<file path="config.mk">
export PLATFORM = sky130hd
export DESIGN_NAME = integrating_button_debouncer_unit
export DESIGN_NICKNAME = d
export VERILOG_FILES = /design/src/sv/ibd_pkg.sv /design/src/sv/ibd_core.sv /design/src/sv/integrating_button_debouncer_unit.sv
export SDC_FILE = /design/constraint.sdc
export NUM_CORES = 1
export LEC_CHECK = 0
export ABC_AREA = 0
export BUFFER_PORTS_ARGS = -buffer_cell sky130_fd_sc_hd__buf_2
export CORE_MARGIN = 2
export CORE_UTILIZATION = 55
export CTS_CLUSTER_SIZE = 40
export DETAILED_ROUTE_END_ITERATION = 8
export HOLD_SLACK_MARGIN = 0.1
export PLACE_DENSITY = 0.71
export REMOVE_ABC_BUFFERS = 1
export SYNTH_ARGS = -nofsm -noshare
export SYNTH_HDL_FRONTEND = slang
export SYNTH_HIERARCHICAL = 1
export SYNTH_SLANG_ARGS = --single-unit
</file>
<file path="constraint.sdc">
create_clock -name clock -period 14.08 [get_ports clock]
set_clock_uncertainty 0.05 [all_clocks]
set_input_delay 2.112 -clock clock [delete_from_list [all_inputs] [get_ports clock]]
set_output_delay 2.112 -clock clock [all_outputs]
set_load 0.005 [all_outputs]
</file>
<file path="src/sv/ibd_pkg.sv">
// ----------------------------------------------------------------------------
// ibd_pkg
// Shared types and constants for the integrating button debouncer.
// ----------------------------------------------------------------------------
package ibd_pkg;

   typedef enum logic [1:0] {
      EV_NONE     = 2'd0,
      EV_PRESSED  = 2'd1,
      EV_RELEASED = 2'd2,
      EV_HELD     = 2'd3
   } event_type;

   typedef enum logic {
      CSR_CONFIDENCE_MAX     = 1'b0,
      CSR_LONG_PRESS_SAMPLES = 1'b1
   } csr_index_type;

   localparam int unsigned CONF_W = 8;
   localparam int unsigned LONG_W = 16;
   localparam int unsigned CSR_DATA_W = 16;

   localparam logic [CONF_W-1:0] CONFIDENCE_MAX_RESET     = 8'd10;
   localparam logic [LONG_W-1:0] LONG_PRESS_SAMPLES_RESET = 16'd500;

   typedef struct packed {
      logic [CONF_W-1:0] confidence_max;
      logic [LONG_W-1:0] long_press_samples;
   } cfg_type;

   typedef struct packed {
      event_type event_code;
      logic      is_pressed;
      logic      level_changed;
   } result_type;

endpackage

</file>
<file path="src/sv/ibd_core.sv">
// ----------------------------------------------------------------------------
// ibd_core
// Debounce state (confidence, level, hold counter) and its one-tick update.
// ----------------------------------------------------------------------------
module ibd_core #(
   parameter int unsigned HOLD_COUNT_WIDTH = 16
) (
   input  logic                clock,
   input  logic                reset,
   input  logic                step,
   input  logic                pin_level,
   input  ibd_pkg::cfg_type    cfg,
   output ibd_pkg::result_type result
);

   localparam int unsigned CMP_W =
      (HOLD_COUNT_WIDTH > ibd_pkg::LONG_W) ? HOLD_COUNT_WIDTH : ibd_pkg::LONG_W;

   logic [ibd_pkg::CONF_W-1:0]   confidence_ff, confidence_in;
   logic                         level_ff, level_in;
   logic [HOLD_COUNT_WIDTH-1:0]  hold_ff, hold_in;
   logic                         done_ff, done_in;
   logic                         press, release_now, held;
   ibd_pkg::event_type           ev;

   always_comb begin
      // saturating confidence integrator
      if (pin_level) begin
         if (confidence_ff >= cfg.confidence_max) begin
            confidence_in = cfg.confidence_max;
         end else begin
            confidence_in = confidence_ff + 1'b1;
         end
      end else if (confidence_ff != '0) begin
         confidence_in = confidence_ff - 1'b1;
      end else begin
         confidence_in = confidence_ff;
      end

      press       = (confidence_in == '0) && level_ff;
      release_now = !press && (confidence_in == cfg.confidence_max) && !level_ff;

      priority if (press) begin
         level_in = 1'b0;
      end else if (release_now) begin
         level_in = 1'b1;
      end else begin
         level_in = level_ff;
      end

      // hold counter restarts on a press and saturates at all ones
      if (press) begin
         hold_in = '0;
      end else if (!level_in && (hold_ff != '1)) begin
         hold_in = hold_ff + 1'b1;
      end else begin
         hold_in = hold_ff;
      end

      held = !level_in && !(done_ff && !press) &&
             (CMP_W'(hold_in) > CMP_W'(cfg.long_press_samples));
      done_in = held ? 1'b1 : (press ? 1'b0 : done_ff);

      priority if (held) begin
         ev = ibd_pkg::EV_HELD;
      end else if (press) begin
         ev = ibd_pkg::EV_PRESSED;
      end else if (release_now) begin
         ev = ibd_pkg::EV_RELEASED;
      end else begin
         ev = ibd_pkg::EV_NONE;
      end

      result.event_code    = ev;
      result.is_pressed    = !level_in;
      result.level_changed = (ev != ibd_pkg::EV_NONE);
   end

   always_ff @(posedge clock) begin
      if (reset) begin
         confidence_ff <= ibd_pkg::CONFIDENCE_MAX_RESET;
         level_ff      <= 1'b1;
         hold_ff       <= '0;
         done_ff       <= 1'b0;
      end else if (step) begin
         confidence_ff <= confidence_in;
         level_ff      <= level_in;
         hold_ff       <= hold_in;
         done_ff       <= done_in;
      end
   end

endmodule

</file>
<file path="src/sv/integrating_button_debouncer_unit.sv">
// ----------------------------------------------------------------------------
// integrating_button_debouncer_unit
// Integrating button debouncer with press, release and long-hold events.
// ----------------------------------------------------------------------------
// Usage:
//   req_* carries one raw pin sample per request (1 released, 0 pressed);
//   rsp_* returns one result per request: event code, debounced pressed
//   level and a changed flag.
//   csr_* writes confidence_max (index 0) and long_press_samples (index 1);
//   write only while no request is in flight.
// Pipeline: a request is registered in the input register on acceptance
//   and its result is then registered in the output register.
// Throughput: one request per cycle while the output is not stalled; the
//   counter update between the registers is each sample's single pass.
// Reset: synchronous; the button is taken as stably released, confidence at
//   10, long press after 500 samples, both registers empty.
// Stall: when rsp_tready is low the result holds in the output register and
//   one more request may wait in the input register; req_tready then drops.
// ----------------------------------------------------------------------------
module integrating_button_debouncer_unit #(
   parameter int unsigned HOLD_COUNT_WIDTH = 16
) (
   input  logic        clock,
   input  logic        reset,
   input  logic        req_tvalid,
   output logic        req_tready,
   input  logic [7:0]  req_tdata,   // [0] pin_level, [7:1] zero
   output logic        rsp_tvalid,
   input  logic        rsp_tready,
   output logic [7:0]  rsp_tdata,   // [1:0] event_code, [2] is_pressed,
                                    // [3] level_changed, [7:4] zero
   input  logic        csr_we,
   input  logic [0:0]  csr_addr,
   input  logic [ibd_pkg::CSR_DATA_W-1:0] csr_wdata
);

   ibd_pkg::cfg_type    cfg_ff;
   logic                in_valid_ff;
   logic                pin_ff;
   logic                out_valid_ff;
   ibd_pkg::result_type out_ff;
   ibd_pkg::result_type result;
   logic                out_load;
   logic                step;

   assign out_load   = !out_valid_ff || rsp_tready;
   assign step       = in_valid_ff && out_load;
   assign req_tready = !in_valid_ff || out_load;

   always_ff @(posedge clock) begin
      if (reset) begin
         cfg_ff.confidence_max     <= ibd_pkg::CONFIDENCE_MAX_RESET;
         cfg_ff.long_press_samples <= ibd_pkg::LONG_PRESS_SAMPLES_RESET;
      end else if (csr_we) begin
         unique case (ibd_pkg::csr_index_type'(csr_addr))
            ibd_pkg::CSR_CONFIDENCE_MAX: begin
               cfg_ff.confidence_max <= csr_wdata[ibd_pkg::CONF_W-1:0];
            end
            ibd_pkg::CSR_LONG_PRESS_SAMPLES: begin
               cfg_ff.long_press_samples <= csr_wdata[ibd_pkg::LONG_W-1:0];
            end
            default: begin
               cfg_ff <= cfg_ff;
            end
         endcase
      end
   end

   // input register
   always_ff @(posedge clock) begin
      if (reset) begin
         in_valid_ff <= 1'b0;
      end else if (req_tready) begin
         in_valid_ff <= req_tvalid;
      end
   end

   always_ff @(posedge clock) begin
      if (req_tready && req_tvalid) begin
         pin_ff <= req_tdata[0];
      end
   end

   ibd_core #(
      .HOLD_COUNT_WIDTH(HOLD_COUNT_WIDTH)
   ) u_core (
      .clock    (clock),
      .reset    (reset),
      .step     (step),
      .pin_level(pin_ff),
      .cfg      (cfg_ff),
      .result   (result)
   );

   // output register
   always_ff @(posedge clock) begin
      if (reset) begin
         out_valid_ff <= 1'b0;
      end else if (out_load) begin
         out_valid_ff <= in_valid_ff;
      end
   end

   always_ff @(posedge clock) begin
      if (step) begin
         out_ff <= result;
      end
   end

   assign rsp_tvalid = out_valid_ff;
   assign rsp_tdata  = {4'b0000, out_ff.level_changed, out_ff.is_pressed,
                        out_ff.event_code};

endmodule

</file>
Word level (Yosys, flattened, before mapping)

Cells that the tools add are included.

Bits in registers: 57
Input port bits: 30
Output and inout bits: 10
Logic and storage cells: 56

Add/subtract/negate cells: 3
Magnitude comparators: 2
Eq/ne operators: 2
Multiplexer cells: 12
Bitwise gates (word level): 1
Reductions and logical operators: 24

Operators by type and width:

| operator                                         | count |
|---|---|
| two-way mux 16 bit                               | 2 |
| two-way mux 8 bit                                | 3 |
| adder 16 x 1 -> 16 bit, second input constant    | 1 |
| > comparator 16 bit                              | 1 |
| != test 16 bit, second input constant            | 1 |
| logical AND 1 bit                                | 9 |
| adder 8 x 1 -> 8 bit, second input constant      | 1 |
| == test 8 bit                                    | 1 |
| greater-or-equal comparator 8 bit                | 1 |
| logical NOT 8 bit                                | 1 |
| nonzero test 8 bit                               | 1 |
| subtractor 8 x 1 -> 8 bit, second input constant | 1 |
| logical NOT 1 bit                                | 6 |
| two-way mux 2 bit                                | 3 |
| AND reduction 2 bit                              | 3 |
| two-way mux 1 bit                                | 4 |
| nonzero test 2 bit                               | 2 |
| logical OR 1 bit                                 | 2 |
| inverter 1 bit                                   | 1 |

Longest topological paths before layout

Word-level depth: 18
Depth in mapped cells: 23
Mapped depth without buffers: 21

Hierarchy

Netlist, hierarchy kept.

Modules (own cells, without submodules):

| module                            | times used | cells each | area each (um^2) |
|---|---|---|---|
| ibd_core                          | 1          | 446        | 3233.1 |
| integrating_button_debouncer_unit | 1          | 121        | 1303.8 |

Worst setup path before layout

Ideal clock, no wire load.

Kind: register to register
Start: register u_core/confidence_ff[0] (netlist name)
End: register out_ff, in the netlist rsp_tdata[3], data pin
Setup time: 0.262 ns
Arrival: 5.013 ns
Setup slack: 8.755 ns
Cell stages (with the launch flop): 23
Period minus slack after synthesis: 5.325 ns
Path through: dfxtp_1 -> buf_2 -> inv_1 -> ha_1 -> nand2b_1 -> a2111oi_2 -> o211ai_1 -> nand2_1 -> o311ai_0 -> and4b_1 -> and2_1 -> clkbuf_1 -> clkbuf_1 -> a21oi_1 -> ha_1 -> a21o_1 -> a21o_1 -> a211o_1 -> a221o_1 -> o31ai_1 -> o21a_1 -> nor2_1 -> or2_2

RTL lines:

| what                   | line                                     | RTL |
|---|---|---|
| start, declared        | ibd_core.sv:19                           | `logic [ibd_pkg::CONF_W-1:0] confidence_ff, confidence_in;` |
| start signal, assigned | ibd_core.sv:81                           | `confidence_ff <= ibd_pkg::CONFIDENCE_MAX_RESET;` |
| start signal, assigned | ibd_core.sv:86                           | `confidence_ff <= confidence_in;` |
| end signal, assigned   | integrating_button_debouncer_unit.sv:106 | `out_ff <= result;` |
| end, declared          | integrating_button_debouncer_unit.sv:41  | `ibd_pkg::result_type out_ff;` |

==> impl_metrics.csv <==
group,metric,value,unit
outcome,status,"finished, final reports clean",
clock_network,insertion_delay,0.34,ns
clock_network,htreeDepth,3,
clock_network,path_clk_slew,0.07,ns
floorplan,core.rowCount,33,
clock_network,ctsRootBufferMaster,"clkbuf_8",
synth,synth_warnings,6,
sta,post-route-min-period,6.479,ns
grt,antenna_found_initial,0,
sta,maxSlewViolCount,0,
placement,dp_hpwl,7.799,mm
worst_hold_path,hold-path-endpoint,"rsp_tvalid",
synth,netlist_instances,567,
grt,grt_pass1_wl,18.60,mm
grt,grt_usage,26.42,%
setup_path,ff2ff_setup_slack,7.60,ns
setup_path,arrival,6.53,ns
route,antenna_left,0,
power,p_sw,0.1454,mW
route,num_vias,4251,
grt,grt_overflow,0,
setup_path,critPathSlowestCell,"o31ai_1",
synth,ys_types,80,
route,drt_iter0_drc,366,
route,wl,11.33,mm
layout,diodes,0,
sta,worstMarginPinSlew,0.8224,ns
route,drt-pass1-iter-count,5,
clock_network,cts-buffers-inserted,9,
layout,area_delta_synth_final,6.674,%
synth,synth_edf_count,5,
clock_network,post_cts_buffers,0,
setup_path,crit_chain,"inv_1, ha_1, and3_1, a211oi_2, o211ai_1, nand2_1, o221ai_1, a31oi_4, nand2_4, or3_1, a21oi_1, ha_1, a21o_1, a21o_1, a211o_1, a221o_1, o31ai_1, o21a_1, nor2_1, or2_2",
layout,drive_gt1_share,13.04,%
floorplan,die_w,94.83,µm
floorplan,core_area,8093,µm²
sta,setup_tns,0,ns
route,drcViolationCount,0,
sta,hold_viol,0,
sta,setup_viol,0,
clock_network,post_cts_resized,0,
power,total_power,0.4786,mW
floorplan,die-height,94.83,µm
floorplan,initial_core_util,56.06,%
grt,grt_start_max_net_pins,56,
floorplan,dieArea,8992,µm²
sta,rsz0062_at_grt,"no",
layout,fin_area,4840,µm²
synth,synth_top_area_share,22.95,%
setup_path,critPathTopFamily,"compound AO/OA/AOI/OAI gates",
placement,gp_congestion,0.9687,
setup_path,reg2reg_depth,20,
floorplan,io_pins,40,
synth,synth_area,4537,µm²
sta,fmax,154.4,MHz
setup_path,path_buf_inv,1,
grt,met2_usage,41.37,%
placement,placed_cells,664,
run,cap_viol_max_count,0,
setup_path,worst-path-max-fanout,25,
setup_path,start_kind,"register",
synth,async_reset_ff_share,0,%
sta,maxSlewHeadroom,45.17,%
setup_path,cp-end-kind,"register",
power,comb_power_share,21.8,%
clock_network,cts_tree,"yes",
synth,synthTopCellsByArea,"dfxtp_1, ha_1, nor2_1",
power,swShare,30.37,%
power,intPower,0.3332,mW
power,pwr_density_cell,98.90,nW/µm²
worst_hold_path,whs_path_depth,2,
route,viasPerCell,6.251,
setup_path,cp_data_required_time,14.13,ns
grt,use_met3,5.587,%
layout,final_cell_mix,"dfxtp_1, nor2_1, inv_1, nand2_1, nand3_1",
placement,postPlaceCellArea,4596,µm²
power,clkPwrFrac,40.2,%
setup_path,critPathKind,"register to register",
clock_network,cts.sinks,57,
power,p_leak,1.954,nW
clock_network,clockBufferDepth,2,
power,ir_worst_vdd,0.00005269,V
worst_hold_path,worstHoldPathType,"register to register",
setup_path,crit_path_max_incr_delay,0.67,ns
synth,synth_ff_type,"dfxtp_1",
layout,fin_cells,680,
sta,fin_crit_sh,46.01,%
route,wl_per_cell,16.66,µm
grt,globalRouteMet1Util,35.93,%
synth,syn_avg_cell_area,8.002,µm²
placement,port_buffers,28,
layout,finalNetCount,627,
layout,final_common_cell,"dfxtp_1",
grt,grt_busiest_layer,"met2",
grt,grt_pass1_vias,3904,
synth,ys_seq_area_share,26.25,%
layout,nFillCells,778,
synth,synth_top_area_cell,"dfxtp_1",
worst_hold_path,worstHoldStart,"in_valid_ff",
clock_network,postCtsHoldBufs,0,
synth,synth_seq_cells,57,
power,seqPwrFrac,38.0,%
setup_path,r2r-start,"cfg_ff[23]",
setup_path,r2r-end,"rsp_tdata[3]",
## Yosys cell counts (3+ instances only)
library cell,count
a21bo_2,8
nand3b_1,5
nand3_1,35
a21o_1,8
nand4_1,10
inv_1,38
dfxtp_1,52
and2_1,4
clkbuf_1,19
o311ai_0,3
o211ai_1,8
nor3_1,12
nand4bb_1,5
o21ai_0,17
a31oi_1,10
nor4_1,6
a21oi_1,31
buf_6,7
a211o_1,7
edfxtp_1,5
buf_4,6
o21ai_1,5
nand2b_1,13
a211oi_1,9
and4_1,3
xnor2_1,13
nor2b_1,3
nand2_1,38
buf_2,8
xor2_1,8
ha_1,27
nor2_1,47
or4_1,8
or3_1,12
and3_1,11
mux2i_1,8
o31ai_1,4
## cell families (layout without fill, tap and decap cells)
logic type / Yosys count / in the layout / share of synthesized area [%]
AND/OR/NAND/NOR: 226 / 226 / 27.17
XOR/XNOR: 22 / 22 / 4.551
other: 1 / 4 / 0.08266
adder cells (fa/ha/maj): 28 / 28 / 7.667
multiplexers: 8 / 8 / 1.765
AO/OA/AOI/OAI: 145 / 145 / 24.02
buffers and inverters: 80 / 85 / 8.494
flip-flops: 57 / 57 / 26.25
## cell type report
| type | count | area [µm²] | area share [%] |
|---|---|---|---|
| multi-input combinational | 433 | 2972 | 61.40 |
| tap | 105 | 131.4 | 2.715 |
| clock buffer | 11 | 141.4 | 2.921 |
| clock inverter | 5 | 102.6 | 2.120 |
| sequential | 57 | 1191 | 24.61 |
| timing repair buffer | 30 | 155.1 | 3.206 |
| inverter | 39 | 146.4 | 3.025 |
## worst reg2reg max path: cells and delay by family (launching register included)
family	cells	cell delay [ns]
compound gates	11	3.53
fa+ha+maj	2	0.62
buf+inv	1	0.15
flops	1	0.46
simple gates	6	1.43
## worst max-delay path by stage
stage | startpoint | endpoint | slack (ns) | cells after the start
floorplan | u_core/confidence_ff[0] | rsp_tdata[3] | 8.66 | 20
global placement | u_core/confidence_ff[0] | rsp_tdata[3] | 7.77 | 20
detailed placement | u_core/confidence_ff[0] | rsp_tdata[3] | 7.74 | 20
CTS | u_core/confidence_ff[0] | rsp_tdata[3] | 7.71 | 20
global route | u_core/confidence_ff[0] | rsp_tdata[3] | 7.26 | 20
finish | cfg_ff[23] | rsp_tdata[3] | 7.60 | 20
## through the flow
stage	worst slack, ns	util [%]	hold WS, ns
final	7.601	59.80	0.4135
after global routing	7.262	59.80	0.4398
after CTS	7.714	59.80	0.4153
after detailed placement	7.740	56.79	0.4050
after global placement	7.773	56.79	0.3925
after floorplan	8.664	-	0.3781
## metal layers
layer / vias up / part of all wire (%)
met2: 164 / 45
li1: 2071 / -
met1: 2004 / 45
met5: - / 0
met4: 0 / 1.2
met3: 12 / 8.4
## registers in the layout (all words and copies together), names as in the netlist
signal                cells
u_core/hold_ff           16
rsp_tvalid                1
u_core/level_ff           1
rsp_tdata                 4
u_core/confidence_ff      8
pin_ff                    1
cfg_ff                   24
u_core/done_ff            1
in_valid_ff               1
## power groups by stage
stage	clock, mW	combinational, mW	sequential, mW
floorplan	0	0.0732	0.182
global placement	0	0.0998	0.185
detailed placement	0	0.102	0.185
CTS	0.196	0.102	0.181
global route	0.202	0.114	0.183
finish	0.193	0.104	0.182
Note: power is estimated with default switching activity, not from simulation.
